File: src/hdl/bwfa_pkg.sv
// ----------------------------------------------------------------------------
// bwfa_pkg
// Shared types, codes and defaults of the best/worst fit page allocator.
// ----------------------------------------------------------------------------
package bwfa_pkg;

   localparam int PAGES_DEF   = 32;
   localparam int PAGE_KB_DEF = 4;

   localparam int KIND_W   = 2;
   localparam int ID_W     = 8;
   localparam int SIZE_W   = 8;
   localparam int STATUS_W = 3;
   localparam int PAGE_W   = 6;
   localparam int RUNS_W   = 5;
   localparam int FRAG_W   = 16;

   typedef enum logic [KIND_W-1:0] {
      KIND_ADD   = 2'd0,
      KIND_KILL  = 2'd1,
      KIND_QUERY = 2'd2
   } kind_type;

   typedef enum logic [STATUS_W-1:0] {
      STATUS_OK        = 3'd0,
      STATUS_BAD_SIZE  = 3'd1,
      STATUS_RUNNING   = 3'd2,
      STATUS_NO_SPACE  = 3'd3,
      STATUS_NOT_FOUND = 3'd4
   } status_type;

   typedef enum logic [2:0] {
      ENG_IDLE,
      ENG_DIV,
      ENG_SCAN,
      ENG_LAST,
      ENG_WRITE,
      ENG_DONE
   } eng_state_type;

   typedef struct packed {
      kind_type          kind;
      logic [ID_W-1:0]   prog_id;
      logic [SIZE_W-1:0] size_kb;
   } req_type;

   typedef struct packed {
      status_type          status;
      logic [PAGE_W-1:0]   start_page;
      logic [PAGE_W-1:0]   page_count;
      logic [RUNS_W-1:0]   free_runs;
      logic [FRAG_W-1:0]   internal_frag_kb;
   } rsp_type;

   // one entry of the page table memory
   typedef struct packed {
      logic            used;
      logic [ID_W-1:0] owner;
   } page_entry_type;

   // top level to engine
   typedef struct packed {
      logic start;
      logic take;
      logic fit_mode;
   } eng_ctl_type;

   // engine to top level
   typedef struct packed {
      logic ready;
      logic done;
   } eng_stat_type;

endpackage

File: src/hdl/bwfa_ram.sv
// ----------------------------------------------------------------------------
// bwfa_ram
// Generic simple dual-port RAM, one write and one registered read port.
// ----------------------------------------------------------------------------
module bwfa_ram #(
   parameter int WIDTH = 9,
   parameter int DEPTH = 32
) (
   input  logic                     clock,
   input  logic                     wr_en,
   input  logic [$clog2(DEPTH)-1:0] wr_addr,
   input  logic [WIDTH-1:0]         wr_data,
   input  logic [$clog2(DEPTH)-1:0] rd_addr,
   output logic [WIDTH-1:0]         rd_data
);

   logic [WIDTH-1:0] mem [DEPTH];
   logic [WIDTH-1:0] rd_data_ff;

   always_ff @(posedge clock) begin
      if (wr_en) begin
         mem[wr_addr] <= wr_data;
      end
      rd_data_ff <= mem[rd_addr];
   end

   assign rd_data = rd_data_ff;

endmodule

File: src/hdl/bwfa_div.sv
// ----------------------------------------------------------------------------
// bwfa_div
// Page-size divider: quotient and remainder of a request size by the page
// size, by reciprocal multiplication, registered in the cycle after start.
// ----------------------------------------------------------------------------
module bwfa_div
   import bwfa_pkg::*;
#(
   parameter int PAGE_KB = PAGE_KB_DEF
) (
   input  logic                         clock,
   input  logic                         reset,
   input  logic                         start,
   input  logic [SIZE_W-1:0]            dividend,
   output logic                         done,
   output logic [SIZE_W-1:0]            quot,
   output logic [$clog2(PAGE_KB):0]     rem
);

   localparam int RemW  = $clog2(PAGE_KB) + 1;
   // shift of the reciprocal: exact for every dividend of SIZE_W bits
   localparam int Shift = SIZE_W + $clog2(PAGE_KB);
   localparam int MulW  = SIZE_W + 2;
   localparam int ProdW = SIZE_W + MulW;
   localparam logic [MulW-1:0] Recip =
      MulW'(((64'd1 << Shift) + 64'(PAGE_KB) - 64'd1) / 64'(PAGE_KB));

   logic              done_ff, done_in;
   logic [SIZE_W-1:0] q_ff, q_in;
   logic [RemW-1:0]   r_ff, r_in;
   logic [ProdW-1:0]  prod;
   logic [ProdW-1:0]  back;
   logic [SIZE_W-1:0] q_now;
   logic [RemW-1:0]   r_now;

   // quotient from the reciprocal, remainder from the product back
   assign prod  = ProdW'(dividend) * ProdW'(Recip);
   assign q_now = SIZE_W'(prod >> Shift);
   assign back  = ProdW'(q_now) * ProdW'(PAGE_KB);
   assign r_now = RemW'(ProdW'(dividend) - back);

   assign done_in = start;
   assign q_in    = start ? q_now : q_ff;
   assign r_in    = start ? r_now : r_ff;

   always_ff @(posedge clock) begin
      if (reset) begin
         done_ff <= 1'b0;
      end else begin
         done_ff <= done_in;
      end
   end

   always_ff @(posedge clock) begin
      q_ff <= q_in;
      r_ff <= r_in;
   end

   assign done = done_ff;
   assign quot = q_ff;
   assign rem  = r_ff;

endmodule

File: src/hdl/bwfa_engine.sv
// ----------------------------------------------------------------------------
// bwfa_engine
// Request sequencer: scans the page table memory, places or frees programs.
// ----------------------------------------------------------------------------
module bwfa_engine
   import bwfa_pkg::*;
#(
   parameter int PAGES   = PAGES_DEF,
   parameter int PAGE_KB = PAGE_KB_DEF
) (
   input  logic         clock,
   input  logic         reset,
   input  eng_ctl_type  ctl,
   input  req_type      req,
   output eng_stat_type stat,
   output rsp_type      result
);

   localparam int IdxW  = $clog2(PAGES);
   localparam int CntW  = $clog2(PAGES + 1);
   localparam int RemW  = $clog2(PAGE_KB) + 1;
   localparam int NeedW = SIZE_W + 1;
   localparam int CmpW  = (CntW > NeedW) ? CntW : NeedW;
   localparam int unsigned MaxKb = PAGES * PAGE_KB;

   eng_state_type state_ff, state_in;

   req_type           req_ff, req_in;
   logic              bad_ff, bad_in;
   logic [NeedW-1:0]  need_ff, need_in;
   logic [FRAG_W-1:0] frag_ff, frag_in;

   logic [CntW-1:0]   rd_idx_ff, rd_idx_in;
   logic              dv_ff, dv_in;
   logic [IdxW-1:0]   d_idx_ff, d_idx_in;
   logic              d_last_ff, d_last_in;

   logic              prev_used_ff, prev_used_in;
   logic [IdxW-1:0]   run_start_ff, run_start_in;
   logic [CntW-1:0]   run_len_ff, run_len_in;
   logic [CntW-1:0]   runs_ff, runs_in;
   logic              found_ff, found_in;
   logic [IdxW-1:0]   best_start_ff, best_start_in;
   logic [CntW-1:0]   best_len_ff, best_len_in;
   logic              present_ff, present_in;
   logic [CntW-1:0]   kcount_ff, kcount_in;
   logic [IdxW-1:0]   kstart_ff, kstart_in;

   logic [IdxW-1:0]   wr_ptr_ff, wr_ptr_in;
   logic [CntW-1:0]   wr_left_ff, wr_left_in;

   status_type        status_ff, status_in;
   logic [PAGE_W-1:0] start_pg_ff, start_pg_in;
   logic [PAGE_W-1:0] count_ff, count_in;
   logic [RUNS_W-1:0] runs_out_ff, runs_out_in;

   logic [PAGES-1:0]  valid_ff;

   // memory and divider hookup
   logic              ram_wr_en;
   logic [IdxW-1:0]   ram_wr_addr;
   page_entry_type    ram_wr_data;
   logic [IdxW-1:0]   ram_rd_addr;
   page_entry_type    rd_entry;
   logic              div_start;
   logic              div_done;
   logic [SIZE_W-1:0] div_quot;
   logic [RemW-1:0]   div_rem;

   // scan decode
   logic              size_bad_now;
   logic              is_add, is_kill;
   logic              rd_used, id_hit, kill_hit, scan_used;
   logic              close_en;
   logic [IdxW-1:0]   close_start;
   logic [CntW-1:0]   close_len;
   logic              run_fits, run_better, take_run;
   logic              found_now;
   logic [IdxW-1:0]   best_start_now;
   logic [CntW-1:0]   best_len_now;
   logic [RemW-1:0]   loss;
   logic [FRAG_W:0]   frag_sum;

   bwfa_ram #(
      .WIDTH ($bits(page_entry_type)),
      .DEPTH (PAGES)
   ) u_page_ram (
      .clock   (clock),
      .wr_en   (ram_wr_en),
      .wr_addr (ram_wr_addr),
      .wr_data (ram_wr_data),
      .rd_addr (ram_rd_addr),
      .rd_data (rd_entry)
   );

   bwfa_div #(
      .PAGE_KB (PAGE_KB)
   ) u_div (
      .clock    (clock),
      .reset    (reset),
      .start    (div_start),
      .dividend (req.size_kb),
      .done     (div_done),
      .quot     (div_quot),
      .rem      (div_rem)
   );

   assign size_bad_now = (req.size_kb == '0) || (32'(req.size_kb) > MaxKb);
   assign is_add       = req_ff.kind == KIND_ADD;
   assign is_kill      = req_ff.kind == KIND_KILL;

   // an entry never written reads as free
   assign rd_used   = valid_ff[d_idx_ff] & rd_entry.used;
   assign id_hit    = rd_used && (rd_entry.owner == req_ff.prog_id);
   assign kill_hit  = (state_ff == ENG_SCAN) && dv_ff && is_kill && id_hit;
   assign scan_used = rd_used && !(is_kill && id_hit);

   // close a free run on its first used page, or at the end of the table
   always_comb begin
      close_en    = 1'b0;
      close_start = run_start_ff;
      close_len   = run_len_ff;
      if (state_ff == ENG_SCAN) begin
         close_en = dv_ff && scan_used && !prev_used_ff;
      end else if (state_ff == ENG_LAST) begin
         close_en = !prev_used_ff;
      end
   end

   assign run_fits   = CmpW'(close_len) >= CmpW'(need_ff);
   assign run_better = !found_ff ||
                       (ctl.fit_mode ? (close_len > best_len_ff) : (close_len < best_len_ff));
   assign take_run   = close_en && is_add && !bad_ff && run_fits && run_better;

   assign found_now      = found_ff | take_run;
   assign best_start_now = take_run ? close_start : best_start_ff;
   assign best_len_now   = take_run ? close_len : best_len_ff;

   assign loss     = (div_rem != '0) ? RemW'(PAGE_KB) - div_rem : '0;
   assign frag_sum = {1'b0, frag_ff} + (FRAG_W+1)'(loss);

   // next state
   always_comb begin
      state_in = state_ff;
      unique case (state_ff)
         ENG_IDLE: begin
            if (ctl.start) begin
               state_in = (req.kind == KIND_ADD && !size_bad_now) ? ENG_DIV : ENG_SCAN;
            end
         end
         ENG_DIV: begin
            if (div_done) begin
               state_in = ENG_SCAN;
            end
         end
         ENG_SCAN: begin
            if (dv_ff && d_last_ff) begin
               state_in = ENG_LAST;
            end
         end
         ENG_LAST: begin
            state_in = (is_add && !bad_ff && !present_ff && found_now) ? ENG_WRITE : ENG_DONE;
         end
         ENG_WRITE: begin
            if (wr_left_ff == CntW'(1)) begin
               state_in = ENG_DONE;
            end
         end
         ENG_DONE: begin
            if (ctl.take) begin
               state_in = ENG_IDLE;
            end
         end
         default: begin
            state_in = ENG_IDLE;
         end
      endcase
   end

   // outputs
   always_comb begin
      div_start   = (state_ff == ENG_IDLE) && ctl.start && (req.kind == KIND_ADD) &&
                    !size_bad_now;
      ram_rd_addr = rd_idx_ff[IdxW-1:0];
      ram_wr_en   = 1'b0;
      ram_wr_addr = d_idx_ff;
      ram_wr_data = '{used: 1'b0, owner: rd_entry.owner};
      if (state_ff == ENG_SCAN) begin
         ram_wr_en = kill_hit;
      end else if (state_ff == ENG_WRITE) begin
         ram_wr_en   = 1'b1;
         ram_wr_addr = wr_ptr_ff;
         ram_wr_data = '{used: 1'b1, owner: req_ff.prog_id};
      end
      stat.ready = state_ff == ENG_IDLE;
      stat.done  = state_ff == ENG_DONE;
   end

   // datapath
   always_comb begin
      req_in        = req_ff;
      bad_in        = bad_ff;
      need_in       = need_ff;
      frag_in       = frag_ff;
      rd_idx_in     = rd_idx_ff;
      dv_in         = 1'b0;
      d_idx_in      = d_idx_ff;
      d_last_in     = d_last_ff;
      prev_used_in  = prev_used_ff;
      run_start_in  = run_start_ff;
      run_len_in    = run_len_ff;
      runs_in       = runs_ff;
      found_in      = found_now;
      best_start_in = best_start_now;
      best_len_in   = best_len_now;
      present_in    = present_ff;
      kcount_in     = kcount_ff;
      kstart_in     = kstart_ff;
      wr_ptr_in     = wr_ptr_ff;
      wr_left_in    = wr_left_ff;
      status_in     = status_ff;
      start_pg_in   = start_pg_ff;
      count_in      = count_ff;
      runs_out_in   = runs_out_ff;

      unique case (state_ff)
         ENG_IDLE: begin
            if (ctl.start) begin
               req_in       = req;
               bad_in       = size_bad_now;
               need_in      = '0;
               rd_idx_in    = '0;
               prev_used_in = 1'b1;
               run_len_in   = '0;
               runs_in      = '0;
               found_in     = 1'b0;
               best_len_in  = '0;
               present_in   = 1'b0;
               kcount_in    = '0;
               kstart_in    = '0;
            end
         end
         ENG_DIV: begin
            if (div_done) begin
               need_in = NeedW'(div_quot) + NeedW'(div_rem != '0);
               frag_in = frag_sum[FRAG_W] ? '1 : frag_sum[FRAG_W-1:0];
            end
         end
         ENG_SCAN: begin
            // issue the next read
            if (rd_idx_ff < CntW'(PAGES)) begin
               dv_in     = 1'b1;
               d_idx_in  = rd_idx_ff[IdxW-1:0];
               d_last_in = rd_idx_ff == CntW'(PAGES - 1);
               rd_idx_in = rd_idx_ff + CntW'(1);
            end
            // consume the entry read last cycle
            if (dv_ff) begin
               present_in   = present_ff | id_hit;
               prev_used_in = scan_used;
               if (kill_hit) begin
                  kcount_in = kcount_ff + CntW'(1);
                  if (kcount_ff == '0) begin
                     kstart_in = d_idx_ff;
                  end
               end
               if (!scan_used) begin
                  if (prev_used_ff) begin
                     runs_in      = runs_ff + CntW'(1);
                     run_start_in = d_idx_ff;
                     run_len_in   = CntW'(1);
                  end else begin
                     run_len_in = run_len_ff + CntW'(1);
                  end
               end
            end
         end
         ENG_LAST: begin
            status_in   = STATUS_OK;
            start_pg_in = '0;
            count_in    = '0;
            runs_out_in = RUNS_W'(runs_ff);
            if (is_add) begin
               if (bad_ff) begin
                  status_in = STATUS_BAD_SIZE;
               end else if (present_ff) begin
                  status_in = STATUS_RUNNING;
               end else if (!found_now) begin
                  status_in = STATUS_NO_SPACE;
               end else begin
                  start_pg_in = PAGE_W'(CntW'(best_start_now) + CntW'(1));
                  count_in    = PAGE_W'(need_ff);
                  // an exact fit removes the run
                  runs_out_in = RUNS_W'(runs_ff -
                                CntW'(CmpW'(best_len_now) == CmpW'(need_ff)));
                  wr_ptr_in   = best_start_now;
                  wr_left_in  = CntW'(need_ff);
               end
            end else if (is_kill) begin
               if (kcount_ff == '0) begin
                  status_in = STATUS_NOT_FOUND;
               end else begin
                  start_pg_in = PAGE_W'(CntW'(kstart_ff) + CntW'(1));
                  count_in    = PAGE_W'(kcount_ff);
               end
            end
         end
         ENG_WRITE: begin
            wr_ptr_in  = wr_ptr_ff + IdxW'(1);
            wr_left_in = wr_left_ff - CntW'(1);
         end
         ENG_DONE: begin
         end
         default: begin
         end
      endcase
   end

   always_ff @(posedge clock) begin
      if (reset) begin
         state_ff <= ENG_IDLE;
         frag_ff  <= '0;
         dv_ff    <= 1'b0;
         valid_ff <= '0;
      end else begin
         state_ff <= state_in;
         frag_ff  <= frag_in;
         dv_ff    <= dv_in;
         if (ram_wr_en) begin
            valid_ff[ram_wr_addr] <= 1'b1;
         end
      end
   end

   always_ff @(posedge clock) begin
      req_ff        <= req_in;
      bad_ff        <= bad_in;
      need_ff       <= need_in;
      rd_idx_ff     <= rd_idx_in;
      d_idx_ff      <= d_idx_in;
      d_last_ff     <= d_last_in;
      prev_used_ff  <= prev_used_in;
      run_start_ff  <= run_start_in;
      run_len_ff    <= run_len_in;
      runs_ff       <= runs_in;
      found_ff      <= found_in;
      best_start_ff <= best_start_in;
      best_len_ff   <= best_len_in;
      present_ff    <= present_in;
      kcount_ff     <= kcount_in;
      kstart_ff     <= kstart_in;
      wr_ptr_ff     <= wr_ptr_in;
      wr_left_ff    <= wr_left_in;
      status_ff     <= status_in;
      start_pg_ff   <= start_pg_in;
      count_ff      <= count_in;
      runs_out_ff   <= runs_out_in;
   end

   assign result = '{status:           status_ff,
                     start_page:       start_pg_ff,
                     page_count:       count_ff,
                     free_runs:        runs_out_ff,
                     internal_frag_kb: frag_ff};

endmodule

File: src/hdl/best_worst_fit_page_allocator_unit.sv
// ----------------------------------------------------------------------------
// best_worst_fit_page_allocator_unit
// Contiguous page allocator with best-fit or worst-fit placement.
// ----------------------------------------------------------------------------
//
//   Channel   Ports                          Direction  Carries
//   request   req_valid/req_stall/req_payload  in       add, kill or query
//   response  rsp_valid/rsp_stall/rsp_payload  out      status, pages, runs, loss
//   csr       csr_wr_en/csr_wr_data            in       fit mode, 0 best 1 worst
//
// Flow: one request at a time. Every request makes one pass over the page
// table memory, one read per cycle; the engine then settles the result in
// ENG_LAST and hands it to the response register from ENG_DONE. An add with
// a valid size first passes through the page-size divider and, when placed,
// writes its pages in ENG_WRITE. The engine then returns to idle before it
// accepts the next request. Reset clears the fit mode, the loss total and the
// per-page valid bits; no clearing pass runs. A stalled response sits in the
// output register while the next request is already accepted and worked on;
// the engine holds its finished result until that register frees up.
//
module best_worst_fit_page_allocator_unit
   import bwfa_pkg::*;
#(
   parameter int PAGES   = PAGES_DEF,
   parameter int PAGE_KB = PAGE_KB_DEF
) (
   input  logic    clock,
   input  logic    reset,

   input  logic    req_valid,
   output logic    req_stall,
   input  req_type req_payload,

   output logic    rsp_valid,
   input  logic    rsp_stall,
   output rsp_type rsp_payload,

   input  logic    csr_wr_en,
   input  logic    csr_wr_data
);

   logic         fit_mode_ff, fit_mode_in;
   logic         rsp_valid_ff, rsp_valid_in;
   rsp_type      rsp_payload_ff;
   eng_ctl_type  eng_ctl;
   eng_stat_type eng_stat;
   rsp_type      eng_result;
   logic         out_free;
   logic         rsp_load;

   // policy register, to be written only while idle; the block does not enforce this
   assign fit_mode_in = csr_wr_en ? csr_wr_data : fit_mode_ff;

   // hold requests while the engine works on one
   assign req_stall = !eng_stat.ready;

   // output slot is free when empty or drained this cycle
   assign out_free = !rsp_valid_ff || !rsp_stall;
   assign rsp_load = eng_stat.done && out_free;

   assign eng_ctl.start    = req_valid && !req_stall;
   assign eng_ctl.take     = out_free;
   assign eng_ctl.fit_mode = fit_mode_ff;

   bwfa_engine #(
      .PAGES   (PAGES),
      .PAGE_KB (PAGE_KB)
   ) u_engine (
      .clock  (clock),
      .reset  (reset),
      .ctl    (eng_ctl),
      .req    (req_payload),
      .stat   (eng_stat),
      .result (eng_result)
   );

   // advance the response register: load a new result, drop a taken one
   always_comb begin
      rsp_valid_in = rsp_valid_ff && rsp_stall;
      if (rsp_load) begin
         rsp_valid_in = 1'b1;
      end
   end

   always_ff @(posedge clock) begin
      if (reset) begin
         fit_mode_ff  <= 1'b0;
         rsp_valid_ff <= 1'b0;
      end else begin
         fit_mode_ff  <= fit_mode_in;
         rsp_valid_ff <= rsp_valid_in;
      end
   end

   always_ff @(posedge clock) begin
      if (rsp_load) begin
         rsp_payload_ff <= eng_result;
      end
   end

   assign rsp_valid   = rsp_valid_ff;
   assign rsp_payload = rsp_payload_ff;

endmodule

File: config.mk
export PLATFORM = sky130hd
export DESIGN_NAME = best_worst_fit_page_allocator_unit
export DESIGN_NICKNAME = d
export VERILOG_FILES = /design/src/hdl/bwfa_pkg.sv /design/src/hdl/bwfa_ram.sv /design/src/hdl/bwfa_div.sv /design/src/hdl/bwfa_engine.sv /design/src/hdl/best_worst_fit_page_allocator_unit.sv
export SDC_FILE = /design/constraint.sdc
export NUM_CORES = 1
export LEC_CHECK = 0
export ABC_AREA = 1
export BUFFER_PORTS_ARGS = -buffer_cell sky130_fd_sc_hd__buf_2
export CAP_MARGIN = 25
export CORE_AREA = 2 2 201 203
export DETAILED_ROUTE_END_ITERATION = 12
export DIE_AREA = 0 0 203 205
export PLACE_DENSITY = 0.71
export SKIP_CTS_REPAIR_TIMING = 1
export SLEW_MARGIN = 40
export SYNTH_ARGS = -nofsm -noshare
export SYNTH_HDL_FRONTEND = slang
export SYNTH_HIERARCHICAL = 1
export SYNTH_SLANG_ARGS = --single-unit
File: constraint.sdc
create_clock -name clock -period 5.1 [get_ports clock]
set_input_delay 0.765 -clock clock [delete_from_list [all_inputs] [get_ports clock]]
set_output_delay 0.765 -clock clock [all_outputs]
set_load 0.02 [all_outputs]
==> key figures, run 1 <==
Power and ir drop
  – Overall power: 0.0133 W
  – Pleak: between 9 and 10 nW
  – Pwr dens: 555 nW/um^2
  – Max IR drop VDD: 0.000475 V

Clock network
  – CTS Root Buffer Type: clkbuf_16
  – Clk slew on worst S/H paths: around 0.06 ns
  – Num CTS Buffers: 50
  – CTS Sinks: 500
  – CTS Buffer Depth: 3
  – CTS tree: yes
  – Htree depth: 2
  – Clk_lat worst skew: 0.59 ns

Worst setup path
  – Setup crit end kind: register
  – WP buf/inv: 2
  – Crit start category: register
  – Crit Path Max Fanout: 19
  – Top delay family on crit path: simple AND/OR/NAND/NOR gates
  – CP max stage delay: 0.68 ns
  – CP arrival: roughly 4.2 ns
  – Worst Path Required: roughly 5.4 ns
  – CP max-delay cell: edfxtp_1
  – CP most frequent cell: nand2_1
  – Crit path kind: reg2reg

Flow run
  – Max-cap check violation count: 0

Synth
  – Adder-Cell Fraction of Synth Area: under 10%
  – Post-synthesis sequential area ratio: approximately two thirds
  – Post-synthesis simple-gate area fraction: ~22%
  – Cell count after synthesis: 2030
  – Mapped Area: ~21000 um^2
  – XOR/XNOR Fraction of Synth Area: around 1%
  – Number of enable flip-flop cells after synthesis: 424
  – Largest family of logic cells by synthesized area: simple AND/OR/NAND/NOR gates
  – Mux cell area share after synthesis: 0%
  – Compound-cell area share of the yosys netlist: 3.76%
  – Synth Flop Type: edfxtp_1
  – Fraction of registers with async set/reset: 0%
  – Synthesis-stage register bit count: 500
  – Syn_area_per_cell: between 10 and 15 um^2
  – Synth warn: 6
  – Yosys cell types: between 50 and 60

Finish
  – Most common cell after layout, fill and taps aside: nand2_1
  – Diode count: 0
  – Nets: approximately 2100
  – Final core occ: 60.7%
  – Fillers: around 3100
  – Area Growth Syn to Fin: 11.3%
  – Non-filler instance count after layout: 2652
  – Most frequent cells in the layout: nand2_1, edfxtp_1, nand3_1
  – Share of layout cells above drive strength 1: between 10% and 20%
  – Final Cell Area: about 24000 um^2

Route
  – Drt via density: roughly 5.6
  – WL per Instance: 18.6 um
  – Drt pass-1 iters: 5
  – DRC: 0
  – Via count: around 15000
  – Routed wire length: roughly 50000 um
  – Antenna Nets Post-Route: 0
  – 1st-iter DRT viols: about 1300

Timing
  – Rel. slew slack: about 45%
  – Slew at the pin closest to its max-slew limit: ~0.82 ns
  – Achievable frequency: 259 MHz
  – RSZ-0062 raised after global routing: false
  – Fin. Hold Viols: 0
  – Finish-stage setup viols: 0
  – Setup TNS Final: 0 ns
  – Clock period minus worst slack: between 3 and 4 ns
  – Worst Skew: around 0.014 ns
  – Final Max Tran Viols: 0
  – Fin crit share: 75.6%

Placed design
  – Hpwl dp: between 30000 and 40000 um
  – Placed Area: roughly 22000 um^2
  – Dpl cells: between 2000 and 3000
  – Placer Congestion: roughly 0.87
  – Port-buffer cells: 61

Floorplanning
  – Core Rows: 73
  – Die span in x: 203 um
  – # IOs: 62
  – Core box area: approximately 39000 um^2
  – DIE HEIGHT: ~210 um
  – Die Area: approximately 42000 um^2
  – Initial Util: between 50% and 60%

GRT
  – Vias in the first global route: ~14000
  – Largest net degree at the start of global routing: 86
  – First-pass GRT wire length: about 80000 um
  – Number of antenna violations at the first check in global routing: 0
  – Total Routing Usage GR: 24.2%
  – Grt ovf: 0

Status
  – Status: finished, final reports clean

Hold path
  – Hold Crit Class: in2reg
## state kept, by name (all words and copies together), names as in the netlist, 5 cells and up
register                     count
u_engine/valid_ff               32
u_engine/close_start             5
rsp_payload                     36
u_engine/best_len_ff             6
u_engine/close_len               6
u_engine/u_page_ram/rd_data      9
u_engine/count_ff                6
u_engine/req_ff                 10
u_engine/runs_ff                 5
u_engine/need_ff                 9
u_engine/start_pg_ff             6
u_engine/kcount_ff               6
u_engine/d_idx_ff                5
u_engine/frag_ff                16
u_engine/u_div/quot              6
u_engine/runs_out_ff             5
u_engine/best_start_ff           5
u_engine/rd_idx_ff               6
u_engine/u_page_ram/mem        288
u_engine/wr_ptr_ff               5
u_engine/kstart_ff               5
u_engine/wr_left_ff              6
## power breakdown
group | total, W | switching, W | internal, W
Combinational | 0.00397 | 0.00302 | 0.000955
Clock | 0.00374 | 0.00155 | 0.00219
Sequential | 0.00555 | 0.000261 | 0.00529
Total | 0.0133 | 0.00483 | 0.00843
## worst reg2reg max path, delay by kind of cell, from the launching register on
kind,cells,cell delay (ns)
simple gates,19,1.94
flops,1,0.68
fa+ha+maj,2,0.35
buf+inv,2,0.34
xor+xnor,1,0.16
compound gates,1,0.12
## final timing paths
| path | cells past startpoint | from | slack (ns) | end |
|---|---|---|---|---|
| max | 25 | u_engine/d_idx_ff[0]$_DFFE_PP_ | 1.24 | u_engine/runs_out_ff[4]$_DFFE_PP_ |
| min | 1 | req_payload[8] | 0.36 | u_engine/req_ff[8]$_DFFE_PP_ |
| max reg2reg | 25 | u_engine/d_idx_ff[0]$_DFFE_PP_ | 1.24 | u_engine/runs_out_ff[4]$_DFFE_PP_ |
| min reg2reg | 0 | u_engine/count_ff[0]$_DFFE_PP_ | 0.42 | rsp_payload[21]$_DFFE_PP_ |
## cells in the mapped netlist (all sizes together) (4+ instances only)
| cell type | instances | area (um^2) |
|---|---|---|
| xnor2 | 4 | 35.0 |
| a31oi | 10 | 62.6 |
| xor2 | 21 | 184 |
| dfxtp | 76 | 1520 |
| nor3 | 30 | 211 |
| nor4 | 5 | 37.5 |
| inv | 144 | 551 |
| o21ai | 46 | 238 |
| buf | 63 | 388 |
| o22ai | 9 | 56.3 |
| a21oi | 69 | 349 |
| nand2 | 597 | 2250 |
| ha | 30 | 375 |
| nand4 | 15 | 93.8 |
| or2 | 4 | 25.0 |
| edfxtp | 424 | 12700 |
| clkbuf | 16 | 60.1 |
| nand3b | 4 | 30.0 |
| nand3 | 283 | 1430 |
| nor2 | 160 | 662 |
## logic make-up (layout without fill, tap and decap cells)
family,after synthesis,after routing
AND/OR/NAND/NOR,1101,1101
flip-flops,500,500
buffers and inverters,226,321
AO/OA/AOI/OAI,146,146
adder cells (fa/ha/maj),31,31
XOR/XNOR,25,25
other,1,3
## routing by layer
metal  global-route usage (%)  vias up  wire [um]
met5                        0        -          0
met4                     8.26        0       1200
met3                     4.20       75       4100
met2                     36.7      645      22100
met1                     35.4     7091      22000
li1                         -     7063          -
## area by class of cell
type                    count  area (um^2)  share of cell area, %
flip-flops and latches    500        14300                   59.7
multi-input cells        1306         6270                   26.2
clock buffers              56         1340                   5.60
well taps                 525          657                   2.75
inverters                 147          566                   2.37
repair buffers             80          454                   1.90
clock inverters            38          349                   1.46
## per-stage QoR
step	hold slack (ns)	worst slack (ns)
final	0.361	1.24
after global routing	0.343	0.849
after CTS	0.330	1.31
after detailed placement	0.405	1.33
after global placement	0.402	1.42
after floorplan	0.400	1.94
Note: power is estimated with default switching activity, not from simulation.
==> run 2, diff against run 1 <==
ABC_AREA = 0   (was 1)
CORE_AREA = 2 2 197 199   (was 2 2 201 203)
DIE_AREA = 0 0 199 201   (was 0 0 203 205)
clock period = 3.55 ns   (was 5.1 ns; I/O delays follow)
==> run 2 against run 1 <==
  * Final cell count decreased by 24%
  * First-iteration DRC count decreased by 34%
  * Core utilization increased by 2.5 points
  * Critical path depth decreased by 10
  * Sequential power increased by 38%
  * Largest power group unchanged
  * The run now ends with negative setup slack left
  * Clock skew increased by 0.0098 ns
  * Routed wire length decreased by 14%
  * Combinational power increased by 12%
  * Critical endpoint unchanged
  * Flip-flop and latch count unchanged
  * Worst hold slack got worse by 0.23 ns
  * Die area decreased by 3.9%
  * Critical path type unchanged
==> key figures, run 2 <==
Finish
  – Final core occ: 63.2% (+2.5 points)
  – Top reg by flops: u_engine/u_page_ram/mem
  – Fillers: 2726 (-13%)
  – Largest register FFs: 288 (unchanged)
  – Diode count: 0 (unchanged)
  – Area Growth Syn to Fin: 17.0%
  – Share of layout cells above drive strength 1: 26.3% (+16 points)
  – Most common cell after layout, fill and taps aside: edfxtp_1
  – Nets: 1509 (-29%)
  – Most frequent cells in the layout: edfxtp_1, nor2_1, mux4_2

Worst setup path
  – Worst Path Required: 3.89 ns (-1.55 ns)
  – CP max-delay cell: mux4_2
  – Crit path kind: reg2reg
  – Crit path launch: u_engine/d_idx_ff[1]$_DFFE_PP_
  – Cells along the critical path: buf_6 -> mux2i_1 -> mux4_2 -> a221oi_4 -> o211ai_4 -> a211oi_4 -> nand3_2 -> buf_6 -> mux2i_2 -> a221oi_2 -> and4bb_2 -> ha_4 -> ha_4 -> nor4b_4 -> xor2_1
  – Setup crit end kind: register
  – CP arrival: 4.14 ns (-0.05 ns)
  – Crit Path Max Fanout: 5 (-14)
  – Reg2reg start: u_engine/d_idx_ff[1]$_DFFE_PP_
  – CP max stage delay: 0.50 ns (-0.18 ns)
  – Top delay family on crit path: compound AO/OA/AOI/OAI gates
  – Crit start category: register
  – WP buf/inv: 2 (unchanged)

Timing
  – Final Max Tran Viols: 0 (unchanged)
  – Achievable frequency: 263 MHz (+1.3%)
  – Finish-stage setup viols: 4 (+4)
  – Worst Skew: 0.0236 ns (+0.00978 ns)
  – Fin. Hold Viols: 0 (unchanged)
  – Slack of the critical path: -0.255 ns (-1.50 ns)
  – RSZ-0062 raised after global routing: true
  – Rel. slew slack: 49.0% (+4.2 points)
  – Fin crit share: 107% (+32 points)
  – Slew at the pin closest to its max-slew limit: 0.764 ns (-0.0602 ns)
  – Clock period minus worst slack: 3.81 ns (-0.0503 ns)

Floorplanning
  – Core Rows: 72 (-1.4%)
  – # IOs: 62 (unchanged)
  – Initial Util: 54.0% (-0.47 points)
  – Die Area: 40000 um^2 (-3.9%)
  – Core box area: 38100 um^2 (-3.2%)
  – Die span in x: 199 um (-2.0%)
  – DIE HEIGHT: 201 um (-2.0%)

Clock network
  – Clk slew on worst S/H paths: 0.06 ns (about the same)
  – Htree depth: 2 (unchanged)
  – CTS Buffer Depth: 3 (unchanged)
  – Clk_lat worst skew: 0.61 ns (+0.02 ns)
  – CTS Root Buffer Type: clkbuf_16
  – CTS Sinks: 500 (unchanged)
  – CTS tree: yes
  – Num CTS Buffers: 51 (+2.0%)

Synth
  – Yosys top cell by area: edfxtp_1
  – Synth Flop Type: edfxtp_1
  – Top cells by count, synth: edfxtp_1, nor2_1, mux4_2, dfxtp_1, nand2_1
  – Syn_area_per_cell: 16.1 um^2 (+52%)
  – Largest cells by area after synthesis: edfxtp_1, mux4_2, dfxtp_1, nor2_1, ha_1
  – Synthesis-stage register bit count: 500 (unchanged)
  – Synth top area share: 61.8% (+2.5 points)
  – Number of enable flip-flop cells after synthesis: 424 (unchanged)
  – Cell count after synthesis: 1282 (-37%)
  – Post-synthesis sequential area ratio: 69.2% (+2.8 points)
  – Mapped Area: 20600 um^2 (-4.0%)
  – Dominant cell by count in the synthesized netlist: edfxtp_1
  – Yosys cell types: 68 (+28%)
  – Synth warn: 6 (unchanged)
  – Fraction of registers with async set/reset: 0% (unchanged)

Hold path
  – Hold Crit Class: in2reg
  – Worst Hold Launch: req_payload[10]

Power and ir drop
  – Pleak: 8.39 nW (-7.9%)
  – Overall power: 0.0174 W (+31%)
  – Max IR drop VDD: 0.000718 V (+51%)
  – Pwr dens: 720 nW/um^2 (+30%)

Placed design
  – Dpl ws: -0.262 ns (-1.59 ns)
  – Port-buffer cells: 61 (unchanged)
  – Hpwl dp: 27600 um (-12%)
  – Placer Congestion: 0.914 (+5.2%)

Route
  – Routed wire length: 42700 um (-14%)
  – Antenna Nets Post-Route: 0 (unchanged)
  – Via count: 11400 (-23%)
  – Drt via density: 5.69 (+1.4%)
  – 1st-iter DRT viols: 855 (-34%)
  – Drt pass-1 iters: 5 (unchanged)
  – WL per Instance: 21.2 um (+14%)
  – DRC: 0 (unchanged)

GRT
  – Vias in the first global route: 11500 (-19%)
  – Total Routing Usage GR: 22.0% (-2.2 points)
  – Grt ovf: 0 (unchanged)
  – First-pass GRT wire length: 65800 um (-15%)
  – Number of antenna violations at the first check in global routing: 0 (unchanged)
  – Largest net degree at the start of global routing: 78 (-9.3%)

Flow run
  – Max-cap check violation count: 0 (unchanged)

Status
  – Status: finished with violations
  – Violated checks: negative setup slack
[run 2: report_power, final]
group | internal [W] | switching, W | total, W
logic | 0.00185 | 0.00262 | 0.00446
registers | 0.00738 | 0.000301 | 0.00768
clock network | 0.00301 | 0.00219 | 0.00520
total | 0.0122 | 0.00511 | 0.0174
[run 2: layout make-up]
cell class	count	area [um^2]	area share, %
Multi-Input combinational cell	686	6060	25.2
Timing Repair Buffer	170	1310	5.43
Tap cell	518	648	2.69
Clock inverter	35	338	1.40
Clock buffer	59	1310	5.42
Sequential cell	500	14300	59.2
Inverter	45	169	0.701
[run 2: cells by family after synthesis]
family	Yosys count	share of synthesized area (%)
XOR/XNOR	54	2.30
flip-flops	500	69.2
other	1	0.0182
adder cells (fa/ha/maj)	31	1.92
AND/OR/NAND/NOR	333	7.95
AO/OA/AOI/OAI	127	3.89
buffers and inverters	98	2.15
multiplexers	138	12.5
[run 2: layer usage]
layer  track usage, %  part of all wire (%)
met5                0                     0
met1             29.6                    42
met2             36.1                    50
met3             3.93                   5.6
met4             7.73                   3.1
[run 2: final timing paths]
check                                                         end  slack [ns]  cells past startpoint
worst max-delay path            u_engine/runs_out_ff[4]$_DFFE_PP_       -0.26                     15
worst min-delay path                u_engine/req_ff[10]$_DFFE_PP_        0.13                      1
worst max register to register  u_engine/runs_out_ff[4]$_DFFE_PP_       -0.26                     15
worst min register to register          rsp_payload[22]$_DFFE_PP_        0.42                      0
[run 2: through the flow]
step | area [um^2] | setup TNS, ns | hold WS, ns | instances
CTS | 23900 | -0.747 | 0.0933 | 2005
global placement | 22200 | -0.438 | 0.402 | 1910
floorplan | 20700 | -10.11 | 0.400 | 1284
global route | 24100 | -1.66 | 0.103 | 2013
finish | 24100 | -0.626 | 0.129 | 2013
detailed placement | 22200 | -0.657 | 0.405 | 1911
